[src/rtl/ssst_pkg.sv]
// ----------------------------------------------------------------------------
// ssst_pkg
// Shared types, constants and tables for the speed and steering step block.
// ----------------------------------------------------------------------------
`default_nettype none

package ssst_pkg;

  // Register indexes of the configuration port.
  localparam int unsigned CfgIdxW = 8;
  localparam logic [CfgIdxW-1:0] CFG_SPEED_LIMIT = 8'd0;
  localparam logic [CfgIdxW-1:0] CFG_STEER_LIMIT = 8'd1;
  localparam logic [CfgIdxW-1:0] CFG_DIST_GAIN   = 8'd2;
  localparam logic [CfgIdxW-1:0] CFG_DAMP_GAIN   = 8'd3;

  // Reset values.
  localparam logic [30:0] SPEED_LIMIT_RST = 31'd65536;
  localparam logic [30:0] STEER_LIMIT_RST = 31'd32768;
  localparam logic [30:0] DIST_GAIN_RST   = 31'd65536;
  localparam logic [30:0] DAMP_GAIN_RST   = 31'd0;
  localparam logic signed [31:0] SPEED_RST = 32'sd6554;

  localparam int unsigned RootSteps   = 32;
  localparam int unsigned CordicSteps = 16;

  // Controller states.
  typedef enum logic [3:0] {
    S_IDLE, S_SQX, S_SQY, S_SUM, S_ROOT, S_MULA, S_MULB,
    S_SPEED, S_NORM, S_ROT, S_FIN
  } state_e;

  // Datapath operations.
  typedef enum logic [3:0] {
    OP_NONE, OP_LOAD, OP_SQX, OP_SQY, OP_SUM, OP_ROOT, OP_MULA,
    OP_MULB, OP_SPEED, OP_NORM, OP_ROT, OP_FIN
  } op_e;

  typedef struct packed {
    op_e        op;
    logic [4:0] step;
  } ssst_cmd_t;

  typedef struct packed {
    logic spd_pos;
    logic norm_ok;
  } ssst_status_t;

  // Arctangent of 2^-i in Q16.16, rounded.
  function automatic logic [15:0] atan_entry(input logic [3:0] i);
    logic [15:0] r;
    case (i)
      4'd0:    r = 16'd51472;
      4'd1:    r = 16'd30386;
      4'd2:    r = 16'd16055;
      4'd3:    r = 16'd8150;
      4'd4:    r = 16'd4091;
      4'd5:    r = 16'd2047;
      4'd6:    r = 16'd1024;
      4'd7:    r = 16'd512;
      4'd8:    r = 16'd256;
      4'd9:    r = 16'd128;
      4'd10:   r = 16'd64;
      4'd11:   r = 16'd32;
      4'd12:   r = 16'd16;
      4'd13:   r = 16'd8;
      4'd14:   r = 16'd4;
      default: r = 16'd2;
    endcase
    return r;
  endfunction

endpackage

`default_nettype wire

[src/rtl/ssst_ctrl.sv]
// ----------------------------------------------------------------------------
// ssst_ctrl
// Sequencer that steps the datapath through square root, gains and CORDIC.
// ----------------------------------------------------------------------------
`default_nettype none

module ssst_ctrl
  import ssst_pkg::*;
(
  input  wire logic   clk_i,
  input  wire logic   rst_ni,
  input  wire logic   in_valid_i,
  output logic        in_ready_o,
  output logic        out_valid_o,
  input  wire logic   out_ready_i,
  input  ssst_status_t status_i,
  output ssst_cmd_t   cmd_o
);

  state_e     state_q, state_d;
  logic [4:0] cnt_q, cnt_d;
  logic       out_valid_q, out_valid_d;
  logic       fin_fire;

  // State, step counter and result flag.
  always_ff @(posedge clk_i or negedge rst_ni) begin
    if (!rst_ni) begin
      state_q     <= S_IDLE;
      cnt_q       <= '0;
      out_valid_q <= 1'b0;
    end else begin
      state_q     <= state_d;
      cnt_q       <= cnt_d;
      out_valid_q <= out_valid_d;
    end
  end

  // Next state and datapath command.
  always_comb begin
    state_d    = state_q;
    cnt_d      = cnt_q;
    cmd_o.op   = OP_NONE;
    cmd_o.step = cnt_q;
    fin_fire   = 1'b0;
    in_ready_o = 1'b0;
    unique case (state_q)
      S_IDLE: begin
        in_ready_o = 1'b1;
        if (in_valid_i) begin
          cmd_o.op = OP_LOAD;
          state_d  = S_SQX;
        end
      end
      S_SQX: begin
        cmd_o.op = OP_SQX;
        state_d  = S_SQY;
      end
      S_SQY: begin
        cmd_o.op = OP_SQY;
        state_d  = S_SUM;
      end
      S_SUM: begin
        cmd_o.op = OP_SUM;
        cnt_d    = '0;
        state_d  = S_ROOT;
      end
      S_ROOT: begin
        cmd_o.op = OP_ROOT;
        cnt_d    = cnt_q + 5'd1;
        if (cnt_q == 5'(RootSteps - 1)) state_d = S_MULA;
      end
      S_MULA: begin
        cmd_o.op = OP_MULA;
        state_d  = S_MULB;
      end
      S_MULB: begin
        cmd_o.op = OP_MULB;
        state_d  = S_SPEED;
      end
      S_SPEED: begin
        cmd_o.op = OP_SPEED;
        state_d  = S_NORM;
      end
      S_NORM: begin
        cnt_d = '0;
        if (!status_i.spd_pos) begin
          state_d = S_FIN;
        end else if (status_i.norm_ok) begin
          state_d = S_ROT;
        end else begin
          cmd_o.op = OP_NORM;
        end
      end
      S_ROT: begin
        cmd_o.op = OP_ROT;
        cnt_d    = cnt_q + 5'd1;
        if (cnt_q == 5'(CordicSteps - 1)) state_d = S_FIN;
      end
      S_FIN: begin
        if (!out_valid_q || out_ready_i) begin
          cmd_o.op = OP_FIN;
          fin_fire = 1'b1;
          state_d  = S_IDLE;
        end
      end
      default: state_d = S_IDLE;
    endcase
  end

  assign out_valid_d = fin_fire | (out_valid_q & ~out_ready_i);
  assign out_valid_o = out_valid_q;

endmodule

`default_nettype wire

[config.mk]
export PLATFORM = sky130hd
export DESIGN_NAME = ssst_ctrl
export DESIGN_NICKNAME = d
export VERILOG_FILES = /design/src/rtl/ssst_pkg.sv /design/src/rtl/ssst_ctrl.sv
export SDC_FILE = /design/constraint.sdc
export NUM_CORES = 1
export LEC_CHECK = 0
export BUFFER_PORTS_ARGS = -buffer_cell sky130_fd_sc_hd__clkbuf_2
export CAP_MARGIN = 20
export CORE_AREA = 2 2 39 41
export CTS_CLUSTER_DIAMETER = 50
export DETAILED_ROUTE_END_ITERATION = 10
export DIE_AREA = 0 0 41 43
export GPL_ROUTABILITY_DRIVEN = 0
export GPL_TIMING_DRIVEN = 0
export PLACE_DENSITY = 0.8
export SETUP_SLACK_MARGIN = 0.02
export SKIP_LAST_GASP = 1
export SLEW_MARGIN = 20
export SYNTH_ARGS = -nofsm -noshare
export SYNTH_HDL_FRONTEND = slang
export SYNTH_SLANG_ARGS = --single-unit
[constraint.sdc]
create_clock -name clk_i -period 3.05 [get_ports clk_i]
set_input_delay 0.61 -clock clk_i [delete_from_list [all_inputs] [get_ports clk_i]]
set_output_delay 0.61 -clock clk_i [all_outputs]
set_load 0.01 [all_outputs]
==> results of run 1 <==
routing by layer:
layer / routed length, um / up-vias / share of wire [%]
met5: 0 / - / 0
met2: 797 / 15 / 51
li1: - / 339 / -
met4: 15 / 0 / 0.96
met3: 47 / 2 / 3.0
met1: 706 / 306 / 45
per-stage QoR:
step / hold slack, ns / setup slack (ns) / power (W)
6_report: 0.197 / 0.818 / 0.000840
5_1_grt: 0.198 / 0.634 / 0.000917
4_1_cts: 0.197 / 0.813 / 0.000845
3_5_place_dp: 0.479 / 1.05 / 0.000728
3_3_place_gp: 0.479 / 1.11 / 0.000707
2_1_floorplan: 0.314 / 1.33 / 0.000580
state kept, by name, indices dropped and copies added, names as in the netlist:
| name | count |
|---|---|
| state_q | 4 |
| cnt_q | 5 |
| out_valid_o | 1 |
where the power goes:
part	leakage [nW]	total (W)	internal (W)	switching, W
Sequential	0.133	0.000206	0.000172	0.0000336
Clock	0.0210	0.000112	0.0000722	0.0000399
Combinational	0.292	0.000522	0.000213	0.000309
Total	0.446	0.000840	0.000458	0.000383
worst min path at each step:
stage / startpoint / endpoint / slack [ns] / cells past startpoint
global route: rst_ni / state_q[1] / 0.20 / 1
global placement: rst_ni / out_valid_o / 0.48 / 1
finish: rst_ni / out_valid_o / 0.20 / 1
detailed placement: rst_ni / out_valid_o / 0.48 / 1
CTS: rst_ni / state_q[2] / 0.20 / 1
floorplan: rst_ni / cnt_q[0] / 0.31 / 0
area by class of cell:
type	instances	area, sq um
Buffer	5	27.5
Clock buffer	4	36.3
Fill cell	136	536
Inverter	5	18.8
Multi-Input combinational cell	62	415
Sequential cell	10	250
Tap cell	16	20.0
Timing Repair Buffer	16	80.1
cell families (layout without fill, tap and decap cells):
family / Yosys count / in the layout / synth area share [%]
xor+xnor: 1 / 1 / 1.23
simple gates: 31 / 31 / 22.7
fa+ha+maj: 3 / 3 / 5.27
mux: 3 / 3 / 4.39
compound gates: 24 / 24 / 24.8
buf+inv: 10 / 30 / 6.50
flops: 10 / 10 / 35.1
worst max-delay path, cell delays in order (launching register included):
cell,delay (ns)
sky130_fd_sc_hd__dfrtp_1,0.44
sky130_fd_sc_hd__nand2b_1,0.25
sky130_fd_sc_hd__nor3b_1,0.28
sky130_fd_sc_hd__a22oi_1,0.14
sky130_fd_sc_hd__o21ai_0,0.10
sky130_fd_sc_hd__clkbuf_2,0.15
placed cells by master (no fill, tap or decap), types with 3 or more instances in the layout:
cell type                  count
sky130_fd_sc_hd__clkbuf_2     16
sky130_fd_sc_hd__dfrtp_1      10
sky130_fd_sc_hd__nand2_1       9
sky130_fd_sc_hd__nor2_1        5
sky130_fd_sc_hd__buf_2         4
sky130_fd_sc_hd__nor3_1        4
sky130_fd_sc_hd__inv_1         4
sky130_fd_sc_hd__o21ai_0       4
sky130_fd_sc_hd__a21o_1        4
sky130_fd_sc_hd__nand2b_1      3
sky130_fd_sc_hd__ha_1          3
sky130_fd_sc_hd__clkbuf_4      3
==> flow_metrics.env, run 1 <==
export IMPL_clockRootBuffer="sky130_fd_sc_hd__clkbuf_4"
export IMPL_synthDominantAreaCellType="sky130_fd_sc_hd__dfrtp_1"
export IMPL_required_ns=2.44
export IMPL_drv_max_cap_violation_count=0
export IMPL_final_report_max_slew_violation_count=0
export IMPL_yosys_most_used_dff="sky130_fd_sc_hd__dfrtp_1"
export IMPL_post_synth_main_area_contributors="sky130_fd_sc_hd__dfrtp_1, sky130_fd_sc_hd__ha_1, sky130_fd_sc_hd__nand2_1"
export IMPL_drtPass1Iterations=4
export IMPL_period_minus_slack_ns=2.23
export IMPL_grt_pass1_vias=587
export IMPL_clock_fmax_mhz=448
export IMPL_initial_core_utilization_pct=51.4
export IMPL_synthesis_instances=82
export IMPL_timing_rr_end="state_q[1]"
export IMPL_synth_most_common_cell="sky130_fd_sc_hd__dfrtp_1"
export IMPL_port_buffer_count=16
export IMPL_async_reset_ff_share_pct=100
export IMPL_worstSetupEndpointType="primary output"
export IMPL_use_met1_pct=26.6
export IMPL_syn_area_sq_um=712
export IMPL_placed_cell_area_sq_um=812
export IMPL_fp_dieH_um=43
export IMPL_post_cts_repair_setup_buffers=0
export IMPL_cts_hold_repair_buffers=0
export IMPL_fin_crit_sh_pct=73.2
export IMPL_drt_vias_per_instance=5.61
export IMPL_clock_skew_ns=0.00121
export IMPL_gr_usage_met2_pct=32.8
export IMPL_final_hold_violation_count=0
export IMPL_n_antenna_cell=0
export IMPL_htree_num_levels=1
export IMPL_cts_sinks=10
export IMPL_ys_ff_latch=10
export IMPL_yosysUniqueCellTypes=36
export IMPL_antenna_found_initial=0
export IMPL_cts_resized=0
export IMPL_path_class="register to primary output"
export IMPL_num_rows=14
export IMPL_clk_latency_ns=0.25
export IMPL_grt_max_degree=11
export IMPL_global_route_wire_length_before_repair_um=2480
export IMPL_synth_seq_area_share_pct=35.1
export IMPL_startpoint="state_q[2]"
export IMPL_tritoncts_num_buffers=3
export IMPL_finish_net_count=112
export IMPL_setup_tns_ns=0
export IMPL_grt_busiest_layer="met2"
export IMPL_io_pins=17
export IMPL_synth_enable_flop_cells=0
export IMPL_hold_class="input port to async pin"
export IMPL_detail_route_antenna_nets=0
export IMPL_synthTopCellsByCount="sky130_fd_sc_hd__dfrtp_1, sky130_fd_sc_hd__nand2_1, sky130_fd_sc_hd__nor2_1"
export IMPL_worst_r2r_path_depth=6
export IMPL_finalWirelength_um=1570
export IMPL_tritoncts="yes"
export IMPL_yosys_warnings=0
export IMPL_rsz0062_at_grt="false"
export IMPL_post_route_cell_area_sq_um=848
export IMPL_tightest_slew_ns=0.721
export IMPL_die_x_um=41
export IMPL_yosysTopAreaCellShare_pct=35.1
export IMPL_final_core_utilization_pct=61.3
export IMPL_drt_wirelength_per_cell_um=13.3
export IMPL_dr_first_iter_drc_count=7
export IMPL_core_area_sq_um=1380
export IMPL_globalRouteMet3Util_pct=4.71
export IMPL_setup_viol=0
export IMPL_layout_area_overhead_vs_synth_pct=19.2
export IMPL_place_hpwl_um=1290
export IMPL_p_leak_nw=0.446
export IMPL_worstReg2RegStart="cnt_q[0]"
export IMPL_drt_drc_violations_left=0
export IMPL_critical_path_endpoint="cmd_o[5]"
export IMPL_synth_avg_cell_area_sq_um=8.68
export IMPL_post_route_cells_drive_above_1_share_pct=29.4
export IMPL_ff2ff_setup_slack_ns=1.09
export IMPL_vias=662
export IMPL_numPlacedInstances=114
export IMPL_path_clk_slew_ns=0.06
export IMPL_power_density_nw_per_um2=991
export IMPL_synth_fp_nets=91
export IMPL_arrival_ns=1.62
export IMPL_worst_slew_margin_rel_pct=51.3
export IMPL_cts_max_path_buffers=2
export IMPL_final_cells=118
export IMPL_peakVddDrop_mv=0.597
export IMPL_timing_critical_path_from_type="register"
export IMPL_groute_usage_overall_pct=21.5
export IMPL_run_status="finished clean"
export IMPL_die_area_sq_um=1760
export IMPL_grt_overflow_total=0
export IMPL_path_max_fanout=7
Note: power is estimated with default switching activity, not from simulation.
==> run 2, diff against run 1 <==
ABC_AREA = 1   (was not set)
CORE_AREA = not set   (was 2 2 39 41)
CORE_MARGIN = 1.5   (was not set)
CORE_UTILIZATION = 46   (was not set)
DIE_AREA = not set   (was 0 0 41 43)
PLACE_DENSITY = 0.73   (was 0.8)
clock period = 1.8 ns   (was 3.05 ns; I/O delays follow)
==> flow_metrics.env, run 2 <==
export IMPL_run_status="finished clean"
export IMPL_num_rows=14
export IMPL_grt_max_degree=11
export IMPL_synthDominantAreaCellType="sky130_fd_sc_hd__dfrtp_1"
export IMPL_fin_ws_ns=0.0483
export IMPL_antenna_found_initial=0
export IMPL_drt_drc_violations_left=0
export IMPL_timing_critical_path_from_type="register"
export IMPL_globalRouteMet3Util_pct=3.88
export IMPL_clk_latency_ns=0.28
export IMPL_drt_vias_per_instance=5.35
export IMPL_synth_mux_area_fraction_pct=0
export IMPL_power_total_w=0.00180
export IMPL_max_reg_flops=5
export IMPL_peakVddDrop_mv=1.04
export IMPL_synth_seq_area_share_pct=34.8
export IMPL_layout_commonest_cell="sky130_fd_sc_hd__nand2_1"
export IMPL_yosys_most_used_dff="sky130_fd_sc_hd__dfrtp_1"
export IMPL_synth_fp_nets=105
export IMPL_global_route_wire_length_before_repair_um=2530
export IMPL_setup_viol=0
export IMPL_synth_avg_cell_area_sq_um=7.49
export IMPL_p_leak_nw=0.519
export IMPL_vias=754
export IMPL_worstReg2RegStart="cnt_q[0]"
export IMPL_post_route_cells_drive_above_1_share_pct=40.8
export IMPL_worstPathCellList="buf_6, buf_4, xnor2_1, o211ai_1, clkbuf_2"
export IMPL_final_cell_mix="sky130_fd_sc_hd__nand2_1, sky130_fd_sc_hd__clkbuf_2, sky130_fd_sc_hd__inv_1"
export IMPL_gr_usage_met2_pct=30.2
export IMPL_synthTopCellsByCount="sky130_fd_sc_hd__nand2_1, sky130_fd_sc_hd__inv_1, sky130_fd_sc_hd__dfrtp_1, sky130_fd_sc_hd__nor2_1, sky130_fd_sc_hd__nand3_1"
export IMPL_core_area_sq_um=1490
export IMPL_clockRootBuffer="sky130_fd_sc_hd__clkbuf_4"
export IMPL_clock_skew_ns=0.00635
export IMPL_worst_hold_startpoint="out_ready_i"
export IMPL_tritoncts_num_buffers=3
export IMPL_drv_max_cap_violation_count=0
export IMPL_clock_fmax_mhz=571
export IMPL_layout_area_overhead_vs_synth_pct=34.6
export IMPL_largest_family_of_logic_cells_by_synthesized_area="simple AND/OR/NAND/NOR gates"
export IMPL_yosys_area_share_adder_pct=5.22
export IMPL_final_core_utilization_pct=65.0
export IMPL_place_hpwl_um=1180
export IMPL_io_pins=17
export IMPL_finalWirelength_um=1800
export IMPL_setup_tns_ns=0
export IMPL_htree_num_levels=1
export IMPL_drtPass1Iterations=4
export IMPL_drt_wirelength_per_cell_um=12.8
export IMPL_xor_xnor_share_of_the_synthesized_area_pct=2.43
export IMPL_use_met1_pct=24.2
export IMPL_synth_compound_gate_area_share_pct=8.35
export IMPL_initial_core_utilization_pct=48.3
export IMPL_slowest_stage="sky130_fd_sc_hd__dfrtp_1"
export IMPL_yosys_warnings=0
export IMPL_syn_area_sq_um=719
export IMPL_required_ns=1.44
export IMPL_worst_slew_margin_rel_pct=83.1
export IMPL_ys_ff_latch=10
export IMPL_dp_worst_setup_slack_ns=0.183
export IMPL_yosysTopAreaCellShare_pct=34.8
export IMPL_cts_sinks=10
export IMPL_die_x_um=42.5
export IMPL_timing_rr_end="state_q[3]"
export IMPL_detail_route_antenna_nets=0
export IMPL_dr_first_iter_drc_count=22
export IMPL_worst_hold_path_num_cells=4
export IMPL_synth_enable_flop_cells=0
export IMPL_path_max_fanout=6
export IMPL_final_report_max_slew_violation_count=0
export IMPL_synth_simple_gate_area_share_pct=37.2
export IMPL_whs_endpoint="state_q[1]"
export IMPL_grt_pass1_vias=596
export IMPL_fp_dieH_um=42.5
export IMPL_synthesis_instances=96
export IMPL_groute_usage_overall_pct=18.9
export IMPL_grt_overflow_total=0
export IMPL_arrival_ns=1.39
export IMPL_top_register="cnt_q"
export IMPL_yosysUniqueCellTypes=25
export IMPL_async_reset_ff_share_pct=100
export IMPL_tightest_slew_ns=0.254
export IMPL_post_synth_main_area_contributors="sky130_fd_sc_hd__dfrtp_1, sky130_fd_sc_hd__nand2_1, sky130_fd_sc_hd__nand3_1"
export IMPL_rsz0062_at_grt="true"
export IMPL_cts_max_path_buffers=2
export IMPL_ff2ff_setup_slack_ns=0.23
export IMPL_die_area_sq_um=1810
export IMPL_worstSetupEndpointType="primary output"
export IMPL_final_hold_violation_count=0
export IMPL_cp_slowest_stage_delay_ns=0.37
export IMPL_path_class="register to primary output"
export IMPL_hold_class="input port to register"
export IMPL_synth_most_common_cell="sky130_fd_sc_hd__nand2_1"
export IMPL_power_density_nw_per_um2=1860
export IMPL_finish_net_count=135
export IMPL_path_clk_slew_ns=0.07
export IMPL_tritoncts="yes"
export IMPL_fin_crit_sh_pct=97.3
export IMPL_grt_busiest_layer="met2"
export IMPL_worst_r2r_path_depth=9
export IMPL_port_buffer_count=16
export IMPL_n_antenna_cell=0
export IMPL_period_minus_slack_ns=1.75
run 2: changes by cell type after synthesis, sizes merged, moves of 3 or more:
| cell | before | now |
|---|---|---|
| nor2 | 5 | 14 |
| nand3 | 1 | 9 |
| buf | 5 | 2 |
| nor3 | 5 | 2 |
| inv | 5 | 17 |
| a21o | 4 | 0 |
| nand2 | 9 | 21 |
| nand2b | 3 | 0 |
run 2: repair_timing:
| action | 4_1_cts | 5_1_grt |
|---|---|---|
| buffers inserted | 1 | 7 |
| hold endpoints to repair | 10 | 0 |
| hold buffers | 1 | 0 |
| setup endpoints to repair | 3 | 3 |
| resized for setup | 4 | 11 |
| pin swaps | 1 | 2 |
run 2: worst max-delay path by stage:
stage	from	endpoint	slack [ns]	cells after the start
after floorplan	cnt_q[0]	state_q[3]	0.35	9
after global placement	state_q[2]	cmd_o[6]	0.20	6
after detailed placement	state_q[2]	cmd_o[6]	0.18	6
after CTS	state_q[1]	cmd_o[6]	0.05	6
after global routing	state_q[2]	cmd_o[6]	-0.03	6
final	state_q[0]	cmd_o[6]	0.05	5
run 2: worst max-delay path, delay by kind of cell (launching register included):
kind | cells | cell delay (ns)
buf+inv | 3 | 0.44
compound gates | 1 | 0.17
flops | 1 | 0.37
xor+xnor | 1 | 0.14
run 2: power breakdown:
part / switching, W / leakage [nW] / internal (W)
registers: 0.0000791 / 0.129 / 0.000319
logic: 0.000690 / 0.369 / 0.000497
clock network: 0.0000903 / 0.0210 / 0.000123
total: 0.000860 / 0.519 / 0.000939
run 2: kinds of logic (layout without fill, tap and decap cells):
logic type,after synthesis,count (layout)
AO/OA/AOI/OAI,11,11
XOR/XNOR,2,2
adder cells (fa/ha/maj),3,3
buffers and inverters,19,48
flip-flops,10,10
AND/OR/NAND/NOR,51,51
run 2: area by class of cell:
class,instances,area [sq um]
inverters,17,73.8
well taps,16,20.0
fillers,121,520
multi-input cells,67,414
flip-flops and latches,10,251
repair buffers,25,150
plain buffers,2,22.5
clock buffers,4,36.3
run 2: metrics by stage:
step | instance area, sq um | hold WS (ns) | cells
after floorplan | 719 | 0.0644 | 96
after global placement | 820 | 0.239 | 128
after detailed placement | 820 | 0.247 | 128
after CTS | 887 | 0.409 | 134
after global routing | 968 | 0.465 | 141
final | 968 | 0.436 | 141
run 2: layer usage:
layer | routed length, um | share of wire, %
met3 | 119 | 6.6
met5 | 0 | 0
met2 | 902 | 50
met4 | 80 | 4.4
met1 | 697 | 39
